<file path="src/rtl/pipeline_hazard_stall_scoreboard_unit_macros.svh">
// Assertion macros shared by the hazard scoreboard RTL.
`ifndef PIPELINE_HAZARD_STALL_SCOREBOARD_UNIT_MACROS_SVH
`define PIPELINE_HAZARD_STALL_SCOREBOARD_UNIT_MACROS_SVH

// Same-cycle implication, checked out of reset.
`define PHSS_ASSERT_IMP(label, ante, cons) \
    label: assert property (@(posedge clk) disable iff (!rst_n) (ante) |-> (cons)) \
        else $error("phss: same-cycle check failed");

// Next-cycle implication, checked out of reset.
`define PHSS_ASSERT_NXT(label, ante, cons) \
    label: assert property (@(posedge clk) disable iff (!rst_n) (ante) |=> (cons)) \
        else $error("phss: next-cycle check failed");

`endif

</file>
<file path="src/rtl/phss_pkg.sv">
// Shared types and constants of the hazard scoreboard.
package phss_pkg;

    localparam int REG_IDX_W = 5;
    localparam int OUT_CYC_W = 32;
    localparam int STALL_W   = 2;
    localparam logic [STALL_W-1:0] STALL_MAX = 2'd3;

    typedef struct packed {
        logic                 src_a_valid;
        logic [REG_IDX_W-1:0] src_a_index;
        logic                 src_b_valid;
        logic [REG_IDX_W-1:0] src_b_index;
        logic                 dest_valid;
        logic [REG_IDX_W-1:0] dest_index;
        logic                 is_memory;
        logic                 is_load;
    } in_word_t;

    typedef struct packed {
        logic [OUT_CYC_W-1:0] fetch_cycle;
        logic [OUT_CYC_W-1:0] decode_cycle;
        logic [OUT_CYC_W-1:0] execute_cycle;
        logic [OUT_CYC_W-1:0] memory_cycle;
        logic [OUT_CYC_W-1:0] writeback_cycle;
        logic [STALL_W-1:0]   stall_count;
    } out_word_t;

    // Scoreboard update strobes from the timing logic.
    typedef struct packed {
        logic mem_we;
        logic reg_we;
    } upd_ctl_t;

endpackage

</file>
<file path="src/rtl/phss_regfile.sv">
// Register ready-cycle memory: two registered reads, one write, reset via valid bits.
module phss_regfile import phss_pkg::*;
#(
    parameter int NUM_REGS    = 32,
    parameter int CYCLE_WIDTH = 32,
    localparam int IDX_W      = (NUM_REGS > 1) ? $clog2(NUM_REGS) : 1
)
(
    input  logic                   clk,
    input  logic                   rst_n,
    input  logic                   rd_en,
    input  logic [IDX_W-1:0]       rd_a_addr,
    input  logic [IDX_W-1:0]       rd_b_addr,
    input  logic                   wr_en,
    input  logic [IDX_W-1:0]       wr_addr,
    input  logic [CYCLE_WIDTH-1:0] wr_data,
    output logic [CYCLE_WIDTH-1:0] rd_a_data,
    output logic [CYCLE_WIDTH-1:0] rd_b_data
);

    logic [CYCLE_WIDTH-1:0] ram [NUM_REGS];
    logic [NUM_REGS-1:0]    vld_reg;
    logic [CYCLE_WIDTH-1:0] ram_a_reg;
    logic [CYCLE_WIDTH-1:0] ram_b_reg;
    logic [CYCLE_WIDTH-1:0] byp_data_reg;
    logic                   byp_a_reg;
    logic                   byp_b_reg;
    logic                   hit_a_reg;
    logic                   hit_b_reg;

    always_ff @(posedge clk)
    begin
        if (wr_en)
        begin
            ram[wr_addr] <= wr_data;
        end
        if (rd_en)
        begin
            ram_a_reg <= ram[rd_a_addr];
            ram_b_reg <= ram[rd_b_addr];
        end
    end

    // Same-cycle write wins over the stored word.
    always_ff @(posedge clk)
    begin
        if (rd_en)
        begin
            byp_a_reg    <= wr_en && (wr_addr == rd_a_addr);
            byp_b_reg    <= wr_en && (wr_addr == rd_b_addr);
            hit_a_reg    <= vld_reg[rd_a_addr];
            hit_b_reg    <= vld_reg[rd_b_addr];
            byp_data_reg <= wr_data;
        end
    end

    always_ff @(posedge clk or negedge rst_n)
    begin
        if (!rst_n)
        begin
            vld_reg <= '0;
        end
        else if (wr_en)
        begin
            vld_reg[wr_addr] <= 1'b1;
        end
    end

    assign rd_a_data = byp_a_reg ? byp_data_reg : (hit_a_reg ? ram_a_reg : '0);
    assign rd_b_data = byp_b_reg ? byp_data_reg : (hit_b_reg ? ram_b_reg : '0);

endmodule

</file>
<file path="src/rtl/phss_calc.sv">
// Stall and stage-cycle computation with saturating cycle arithmetic.
module phss_calc import phss_pkg::*;
#(
    parameter int NUM_REGS    = 32,
    parameter int CYCLE_WIDTH = 32
)
(
    input  in_word_t               item,
    input  logic [CYCLE_WIDTH-1:0] src_a_ready,
    input  logic [CYCLE_WIDTH-1:0] src_b_ready,
    input  logic [CYCLE_WIDTH-1:0] mem_ready,
    input  logic [CYCLE_WIDTH-1:0] last_fetch,
    output out_word_t              result,
    output upd_ctl_t               ctl,
    output logic [CYCLE_WIDTH-1:0] next_fetch,
    output logic [CYCLE_WIDTH-1:0] next_mem_ready,
    output logic [CYCLE_WIDTH-1:0] reg_wr_data
);

    localparam int EXT_W = ((REG_IDX_W > $clog2(NUM_REGS)) ? REG_IDX_W : $clog2(NUM_REGS)) + 1;
    localparam logic [EXT_W-1:0] NREG = EXT_W'(NUM_REGS);

    function automatic logic [CYCLE_WIDTH-1:0] sat_add(input logic [CYCLE_WIDTH-1:0] a,
                                                       input logic [CYCLE_WIDTH-1:0] b);
        logic [CYCLE_WIDTH:0] s;
        s = {1'b0, a} + {1'b0, b};
        return s[CYCLE_WIDTH] ? '1 : s[CYCLE_WIDTH-1:0];
    endfunction

    // Cycles still missing until ready, clipped to the stall range.
    function automatic logic [STALL_W-1:0] need_for(input logic [CYCLE_WIDTH-1:0] at,
                                                    input logic [CYCLE_WIDTH-1:0] rdy);
        logic [CYCLE_WIDTH-1:0] d;
        d = rdy - at;
        if (rdy <= at)
            return '0;
        else if (d > CYCLE_WIDTH'(STALL_MAX))
            return STALL_MAX;
        else
            return d[STALL_W-1:0];
    endfunction

    logic                   a_use, b_use, d_use;
    logic [CYCLE_WIDTH-1:0] fc0, dc0, mc0;
    logic [CYCLE_WIDTH-1:0] fc, dc, ec, mc, wc;
    logic [STALL_W-1:0]     n_a, n_b, n_m, stall;

    always_comb
    begin
        a_use = item.src_a_valid && (EXT_W'(item.src_a_index) < NREG);
        b_use = item.src_b_valid && (EXT_W'(item.src_b_index) < NREG);
        d_use = item.dest_valid  && (EXT_W'(item.dest_index)  < NREG);

        // Saturating offsets compose, so each is taken straight from last fetch.
        fc0 = sat_add(last_fetch, CYCLE_WIDTH'(1));
        dc0 = sat_add(last_fetch, CYCLE_WIDTH'(2));
        mc0 = sat_add(last_fetch, CYCLE_WIDTH'(4));

        n_a = a_use ? need_for(dc0, src_a_ready) : '0;
        n_b = b_use ? need_for(dc0, src_b_ready) : '0;
        n_m = item.is_memory ? need_for(mc0, mem_ready) : '0;
        stall = n_a;
        if (n_b > stall)
            stall = n_b;
        if (n_m > stall)
            stall = n_m;

        fc = sat_add(fc0, CYCLE_WIDTH'(stall));
        dc = sat_add(fc, CYCLE_WIDTH'(1));
        ec = sat_add(fc, CYCLE_WIDTH'(2));
        mc = sat_add(fc, CYCLE_WIDTH'(3));
        wc = sat_add(fc, CYCLE_WIDTH'(4));

        result.fetch_cycle     = OUT_CYC_W'(fc);
        result.decode_cycle    = OUT_CYC_W'(dc);
        result.execute_cycle   = OUT_CYC_W'(ec);
        result.memory_cycle    = OUT_CYC_W'(mc);
        result.writeback_cycle = OUT_CYC_W'(wc);
        result.stall_count     = stall;

        // MEM + 1 is the writeback cycle, EX + 1 is the memory cycle.
        ctl.mem_we     = item.is_memory;
        ctl.reg_we     = d_use;
        next_fetch     = fc;
        next_mem_ready = wc;
        reg_wr_data    = item.is_load ? wc : mc;
    end

endmodule

</file>
<file path="src/rtl/pipeline_hazard_stall_scoreboard_unit.sv">
// Top level of the five-stage pipeline hazard scoreboard.
//
//  channel   direction  word          handshake
//  item      in         in_word_t     item_valid / item_ready
//  result    out        out_word_t    result_valid / result_ready
//
// One word per cycle sustained while result_ready stays high; each word
// is registered into the lookup stage (register ready-cycle memory read)
// and is then scored and written into the result register, updating the
// scoreboard at the same edge. Reset clears the ready valid bits, memory
// ready and last fetch cycle; no clearing pass is needed. A held result
// stalls the lookup stage, which in turn holds item_ready low.
module pipeline_hazard_stall_scoreboard_unit import phss_pkg::*;
#(
    parameter int NUM_REGS    = 32,
    parameter int CYCLE_WIDTH = 32
)
(
    input  logic      clk,
    input  logic      rst_n,
    input  logic      item_valid,
    output logic      item_ready,
    input  in_word_t  item,
    output logic      result_valid,
    input  logic      result_ready,
    output out_word_t result
);

`include "pipeline_hazard_stall_scoreboard_unit_macros.svh"

    localparam int IDX_W = (NUM_REGS > 1) ? $clog2(NUM_REGS) : 1;

    // Lookup stage holding the word whose source ready cycles are being read.
    logic                   stage_valid_reg;
    in_word_t               stage_item_reg;
    // Result register.
    logic                   result_valid_reg;
    out_word_t              result_reg;
    // Scoreboard scalars.
    logic [CYCLE_WIDTH-1:0] mem_ready_reg;
    logic [CYCLE_WIDTH-1:0] last_fetch_reg;

    logic                   accept;
    logic                   advance;
    logic [CYCLE_WIDTH-1:0] src_a_ready, src_b_ready;
    out_word_t              calc_result;
    upd_ctl_t               calc_ctl;
    logic [CYCLE_WIDTH-1:0] next_fetch, next_mem_ready, reg_wr_data;
    logic                   reg_we;

    // The stage moves on whenever the result register is empty or draining.
    assign advance    = stage_valid_reg && (!result_valid_reg || result_ready);
    assign item_ready = !stage_valid_reg || advance;
    assign accept     = item_valid && item_ready;
    assign reg_we     = advance && calc_ctl.reg_we;

    phss_regfile #(
        .NUM_REGS    (NUM_REGS),
        .CYCLE_WIDTH (CYCLE_WIDTH)
    ) u_regfile (
        .clk       (clk),
        .rst_n     (rst_n),
        .rd_en     (accept),
        .rd_a_addr (IDX_W'(item.src_a_index)),
        .rd_b_addr (IDX_W'(item.src_b_index)),
        .wr_en     (reg_we),
        .wr_addr   (IDX_W'(stage_item_reg.dest_index)),
        .wr_data   (reg_wr_data),
        .rd_a_data (src_a_ready),
        .rd_b_data (src_b_ready)
    );

    phss_calc #(
        .NUM_REGS    (NUM_REGS),
        .CYCLE_WIDTH (CYCLE_WIDTH)
    ) u_calc (
        .item           (stage_item_reg),
        .src_a_ready    (src_a_ready),
        .src_b_ready    (src_b_ready),
        .mem_ready      (mem_ready_reg),
        .last_fetch     (last_fetch_reg),
        .result         (calc_result),
        .ctl            (calc_ctl),
        .next_fetch     (next_fetch),
        .next_mem_ready (next_mem_ready),
        .reg_wr_data    (reg_wr_data)
    );

    always_ff @(posedge clk or negedge rst_n)
    begin
        if (!rst_n)
        begin
            stage_valid_reg  <= 1'b0;
            result_valid_reg <= 1'b0;
            mem_ready_reg    <= '0;
            last_fetch_reg   <= '0;
        end
        else
        begin
            if (item_ready)
            begin
                stage_valid_reg <= item_valid;
            end
            if (advance)
            begin
                result_valid_reg <= 1'b1;
                last_fetch_reg   <= next_fetch;
                if (calc_ctl.mem_we)
                begin
                    mem_ready_reg <= next_mem_ready;
                end
            end
            else if (result_ready)
            begin
                result_valid_reg <= 1'b0;
            end
        end
    end

    // Payload registers.
    always_ff @(posedge clk)
    begin
        if (accept)
        begin
            stage_item_reg <= item;
        end
        if (advance)
        begin
            result_reg <= calc_result;
        end
    end

    assign result_valid = result_valid_reg;
    assign result       = result_reg;

    // A word is never taken while the lookup stage is full and stuck.
    `PHSS_ASSERT_IMP(a_no_overwrite, accept, !stage_valid_reg || advance)
    // A blocked stage keeps its word.
    `PHSS_ASSERT_NXT(a_stage_hold, stage_valid_reg && !advance, stage_valid_reg)
    // Fetch cycle moves forward on every issued word, or sits saturated.
    `PHSS_ASSERT_NXT(a_fetch_fwd, advance,
        (last_fetch_reg > $past(last_fetch_reg)) || (&last_fetch_reg))

endmodule

</file>
<file path="config.mk">
export PLATFORM = sky130hd
export DESIGN_NAME = pipeline_hazard_stall_scoreboard_unit
export DESIGN_NICKNAME = d
export VERILOG_FILES = /design/src/rtl/phss_pkg.sv /design/src/rtl/phss_regfile.sv /design/src/rtl/phss_calc.sv /design/src/rtl/pipeline_hazard_stall_scoreboard_unit.sv
export VERILOG_INCLUDE_DIRS = /design/src /design/src/rtl
export SDC_FILE = /design/constraint.sdc
export NUM_CORES = 2
export LEC_CHECK = 0
export ABC_AREA = 0
export BUFFER_PORTS_ARGS = -buffer_cell sky130_fd_sc_hd__buf_2
export CAP_MARGIN = 20
export CORE_AREA = 5 5 382 422
export DETAILED_ROUTE_END_ITERATION = 16
export DIE_AREA = 0 0 387 427
export PLACE_DENSITY = 0.66
export SLEW_MARGIN = 20
export SYNTH_ARGS = -nofsm -noshare
export SYNTH_HDL_FRONTEND = slang
export SYNTH_HIERARCHICAL = 1
export SYNTH_SLANG_ARGS = --single-unit
</file>
<file path="constraint.sdc">
create_clock -name clk -period 31.2 [get_ports clk]
set_clock_uncertainty 0.2 [all_clocks]
set_input_delay 1.56 -clock clk [delete_from_list [all_inputs] [get_ports clk]]
set_output_delay 1.56 -clock clk [all_outputs]
set_load 0.005 [all_outputs]
</file>
# After elaboration in Yosys (flattened, before gate mapping)

Memory sizes are Yosys's and may differ from the RTL's. A register that Yosys moved wholly into a read port is not among the register bits.
Cells that the tools add are included.

Bits in registers: 306
Memory bits (writable): 1024
Output and inout port bits: 164
Word-level logic and storage cells: 93
Memories kept: 1

Memories:

| memory        | words | bits a word | read ports | clocked after memory_dff | wr ports | line               | RTL |
|---|---|---|---|---|---|---|---|
| u_regfile.ram | 32    | 32          | 2          | 2                        | 1        | phss_regfile.sv:21 | `logic [CYCLE_WIDTH-1:0] ram [NUM_REGS];` |

Add/sub/neg operators: 11
Magnitude comparators: 12
Eq/ne operators: 2
Mux-type cells: 32
Bitwise operators: 1
Reductions and logical operators: 12

Operator list:

| operator              | count |
|---|---|
| $mux 32               | 11 |
| $add 32x2->33 const B | 3 |
| $gt 32x2->1 const B   | 3 |
| $le 32x32->1          | 3 |
| $sub 32x32->32        | 3 |
| $add 32x1->33 const B | 2 |
| $add 32x3->33 const B | 2 |
| $add 32x2->33         | 1 |
| $or 32x32->32         | 1 |
| $mux 2                | 11 |
| $lt 5x6->1 const B    | 3 |
| $bmux 1 s5            | 2 |
| $eq 5x5->1            | 2 |
| $mux 1                | 7 |
| $logic_and 1x1->1     | 6 |
| $demux 1 s5           | 1 |
| $ge 5x1->1 const B    | 1 |
| $gt 2x2->1            | 2 |
| $logic_not 1->1       | 2 |
| $logic_or 1x1->1      | 2 |
| $reduce_and 2->1      | 1 |
| $reduce_bool 2->1     | 1 |

# Logic depth before layout (Yosys ltp)

Word-level depth: 16
Depth in mapped cells: 57

# By module

Netlist, hierarchy kept.

Modules (own cells, without submodules):

| module                                | times used | cells each | area each (µm²) | sequential area each (µm²) |
|---|---|---|---|---|
| phss_regfile                          | 1          | 3731       | 54244.5         | 34553.1 |
| phss_calc                             | 1          | 2392       | 15230.9         | 0.0 |
| pipeline_hazard_stall_scoreboard_unit | 1          | 328        | 8101.5          | 7116.8 |

# Worst setup path after synthesis

Ideal clock, no wire load.

Kind: flip-flop to flip-flop
Start point: register last_fetch_reg[26]
End point: register u_regfile.byp_data_reg[30], data pin
Setup time: 0.574 ns
Arrival time: 12.587 ns
Data required time: 30.426 ns
Path slack: 17.839 ns
Cell stages (with the launch flop): 53
Buffers on the path: 10
Path through: dfrtp_1 -> buf_2 -> nand4_2 -> or4_1 -> buf_6 -> nor2_8 -> buf_4 -> clkbuf_1 -> buf_1 -> nor2_1 -> ha_1 -> clkbuf_1 -> nand4_1 -> or2_2 -> nand2_1 -> mux2i_1 -> nor4_1 -> nand4_1 -> [17 not listed] -> o21ai_0 -> a21oi_1 -> o221a_2 -> and4_1 -> buf_2 -> nand4_1 -> buf_2 -> buf_1 -> nand2_1 -> ha_1 -> clkbuf_1 -> inv_1 -> nor2_1 -> nand2_1 -> a21oi_1 -> and3_1 -> o22ai_1 -> o41ai_1

RTL lines:

| item                   | line                                         | RTL |
|---|---|---|
| start, declared        | pipeline_hazard_stall_scoreboard_unit.sv:41  | `logic [CYCLE_WIDTH-1:0] last_fetch_reg;` |
| start signal, assigned | pipeline_hazard_stall_scoreboard_unit.sv:107 | `last_fetch_reg <= next_fetch;` |
| end signal, assigned   | phss_regfile.sv:53                           | `byp_data_reg <= wr_data;` |
| end, declared          | phss_regfile.sv:25                           | `logic [CYCLE_WIDTH-1:0] byp_data_reg;` |

==> results.md <==
* Sw frac at 36.4%
* Tmin final at 15.47 ns
* Comb power frac at 33.0%
* Final hold violation count at 0
* Routed WL per cell at 32.7 um
* # hold bufs at CTS at 0
* Slowest cell on crit path: nor3_2
* Worst reg-to-reg setup slack at 15.73 ns
* P_sw at 2350 uW
* Share of layout cells above drive strength 1 at 12.1%
* Multi-input logic area at 33,000 sq um
* Vias in the first global route at 55.8k
* Kind of end point of the critical path: flop
* Setup CP Type: reg2reg
* Die Y at 427 um
* Largest register FFs at 1,024
* Startpoint Class: flop
* YS warnings at 6
* Sequential Power Share at 39.4%
* Antenna violations before repair at 12
* Overall routing resource usage at 32.9%
* Post-Route WL at 282 mm
* Reg2reg end: u_regfile/ram[1][28]
* Io pins at 188
* Drt initial violations at 7,161
* First-pass GRT wire length at 396 mm
* Clk_lat worst skew at 0.81 ns
* Final setup vio count at 0
* Fmax at 64.7 MHz
* Design area at 84,100 sq um
* Placer Congestion at 0.991
* Starting Density at 49.3%
* Count of clock tree sinks at 1,394
* HP Start: u_regfile/vld_reg[20]
* CTS Buf Count at 149
* CTS resizes at 0
* Layout area overhead at 8.87%
* Filler cells at 13.1k
* Worst-Margin Slew at 1.17 ns
* Post-route core utilization at 53.7%
* Critical Path Fanout Max at 41
* P per Cell Area at 76.9 nW/um^2
* Worst r2r src: last_fetch_reg[3]
* Initial DRT Pass Iterations at 6
* Post-Place Cell Area at 79,200 sq um
* GR Overflow Total at 0
* Clk Tree Root Cell: clkbuf_16
* DP Wirelength at 173 mm
* Avg Cell Area, Syn at 12.0 sq um
* Clk pwr share at 27.6%
* Max-cap violations at 0
* Worst endpoint data arrival time at 15.80 ns
* DRT antenna net count at 0
* CTS tree: yes
* Critical path required time at 31.53 ns
* Slowest stage delay, CP at 0.68 ns
* Hold path depth at 1
* Setup bufs post-CTS at 0
* Row count at 153
* Worst hold margin at 0.288 ns
* FF-to-FF path depth at 49
* Final worst-path cycle share at 49.6%
* Area of the core at 157,000 sq um
* Mapped cell area at 77,300 sq um
* Vias at 57.6k
* Clock tree buffer depth at 3
* Peak supply drop at 0.150 mV
* FF/Latch Area at 41,400 sq um
* Pin count of the biggest net entering global routing at 133
* P_int at 4120 uW
* P_leak at 0.0317 uW
* RSZ-0062 raised after global routing: false
* Hold Crit Class: reg2reg
* Sum Neg Setup Slack at 0 ns
* Gate Count Post-Synth at 6,441
* Via density per instance at 6.69
* Endpoint, Worst Hold: u_regfile/vld_reg[20]
* H-Tree Depth at 4
* Syn nets at 6,568
* Final nets at 6,515
* Max-slew headroom at 21.0%
* Residual DRC count at 0
* Slew Limit Fails at 0
* Total die area at 165,000 sq um
* Clock-pin slew on the worst setup and hold paths at 0.06 ns
* Status: complete, no violations
* DIE WIDTH at 387 um
* IO buf count at 187
-- worst max path at each step --
stage / startpoint / endpoint / slack [ns]
final: last_fetch_reg[3] / u_regfile/ram[1][28] / 15.73
after global routing: last_fetch_reg[3] / u_regfile/ram[5][28] / 14.93
after CTS: last_fetch_reg[3] / u_regfile/ram[20][23] / 15.71
after detailed placement: last_fetch_reg[3] / u_regfile/ram[7][23] / 15.83
after global placement: last_fetch_reg[3] / u_regfile/ram[0][23] / 16.01
after floorplan: last_fetch_reg[26] / u_regfile/byp_data_reg[30] / 17.84
-- layout by cell type, fill, tap and decap left out, types with 103 or more instances in the layout --
cell type / n
nand2_1: 531
a31oi_1: 103
a22o_1: 194
edfxtp_1: 1296
buf_2: 184
nor3_1: 142
nand3_1: 290
a21oi_1: 358
a22oi_1: 206
xnor2_1: 144
mux2i_1: 1074
buf_4: 108
clkbuf_16: 153
nor2_1: 231
-- layout make-up --
| class | instances | share of cell area (%) |
|---|---|---|
| antenna | 3 | 0.00892 |
| clock buffer | 184 | 4.71 |
| clock inverter | 91 | 1.11 |
| inverter | 77 | 0.349 |
| multi-input combinational | 4463 | 39.2 |
| sequential | 1394 | 49.2 |
| tap | 2092 | 3.11 |
| timing repair buffer | 303 | 2.32 |
-- through the flow --
stage / setup WS, ns / instances / total power (uW)
6_report: 15.73 / 8607 / 6470
5_1_grt: 14.93 / 8604 / 6680
4_1_cts: 15.71 / 8603 / 6420
3_5_place_dp: 15.83 / 8328 / 4650
3_3_place_gp: 16.01 / 8328 / 4640
2_1_floorplan: 17.84 / 6441 / 3870
-- per-layer routing --
layer / track usage, % / up-vias / share of wire [%]
met5: 0 / - / 0.0046
met4: 18.0 / 2 / 6.4
met3: 6.84 / 842 / 9.5
met2: 53.3 / 3469 / 46
met1: 41.4 / 28800 / 38
li1: - / 24500 / -
-- power by group through the flow --
stage / combinational, uW / clock (uW) / sequential, uW
floorplan: 1330 / 0 / 2540
global placement: 2060 / 0 / 2580
detailed placement: 2070 / 0 / 2580
CTS: 2070 / 1800 / 2540
global route: 2240 / 1890 / 2550
finish: 2130 / 1790 / 2550
-- critical path: cells and delay by family (launching register included) --
family / cells / cell delay, ns
buffers and inverters: 3 / 1.13
AND/OR/NAND/NOR: 24 / 6.59
AO/OA/AOI/OAI: 14 / 3.73
XOR/XNOR: 1 / 0.15
flip-flops: 1 / 0.62
adder cells (fa/ha/maj): 7 / 2.65
Power figures use the tool's default switching activity.
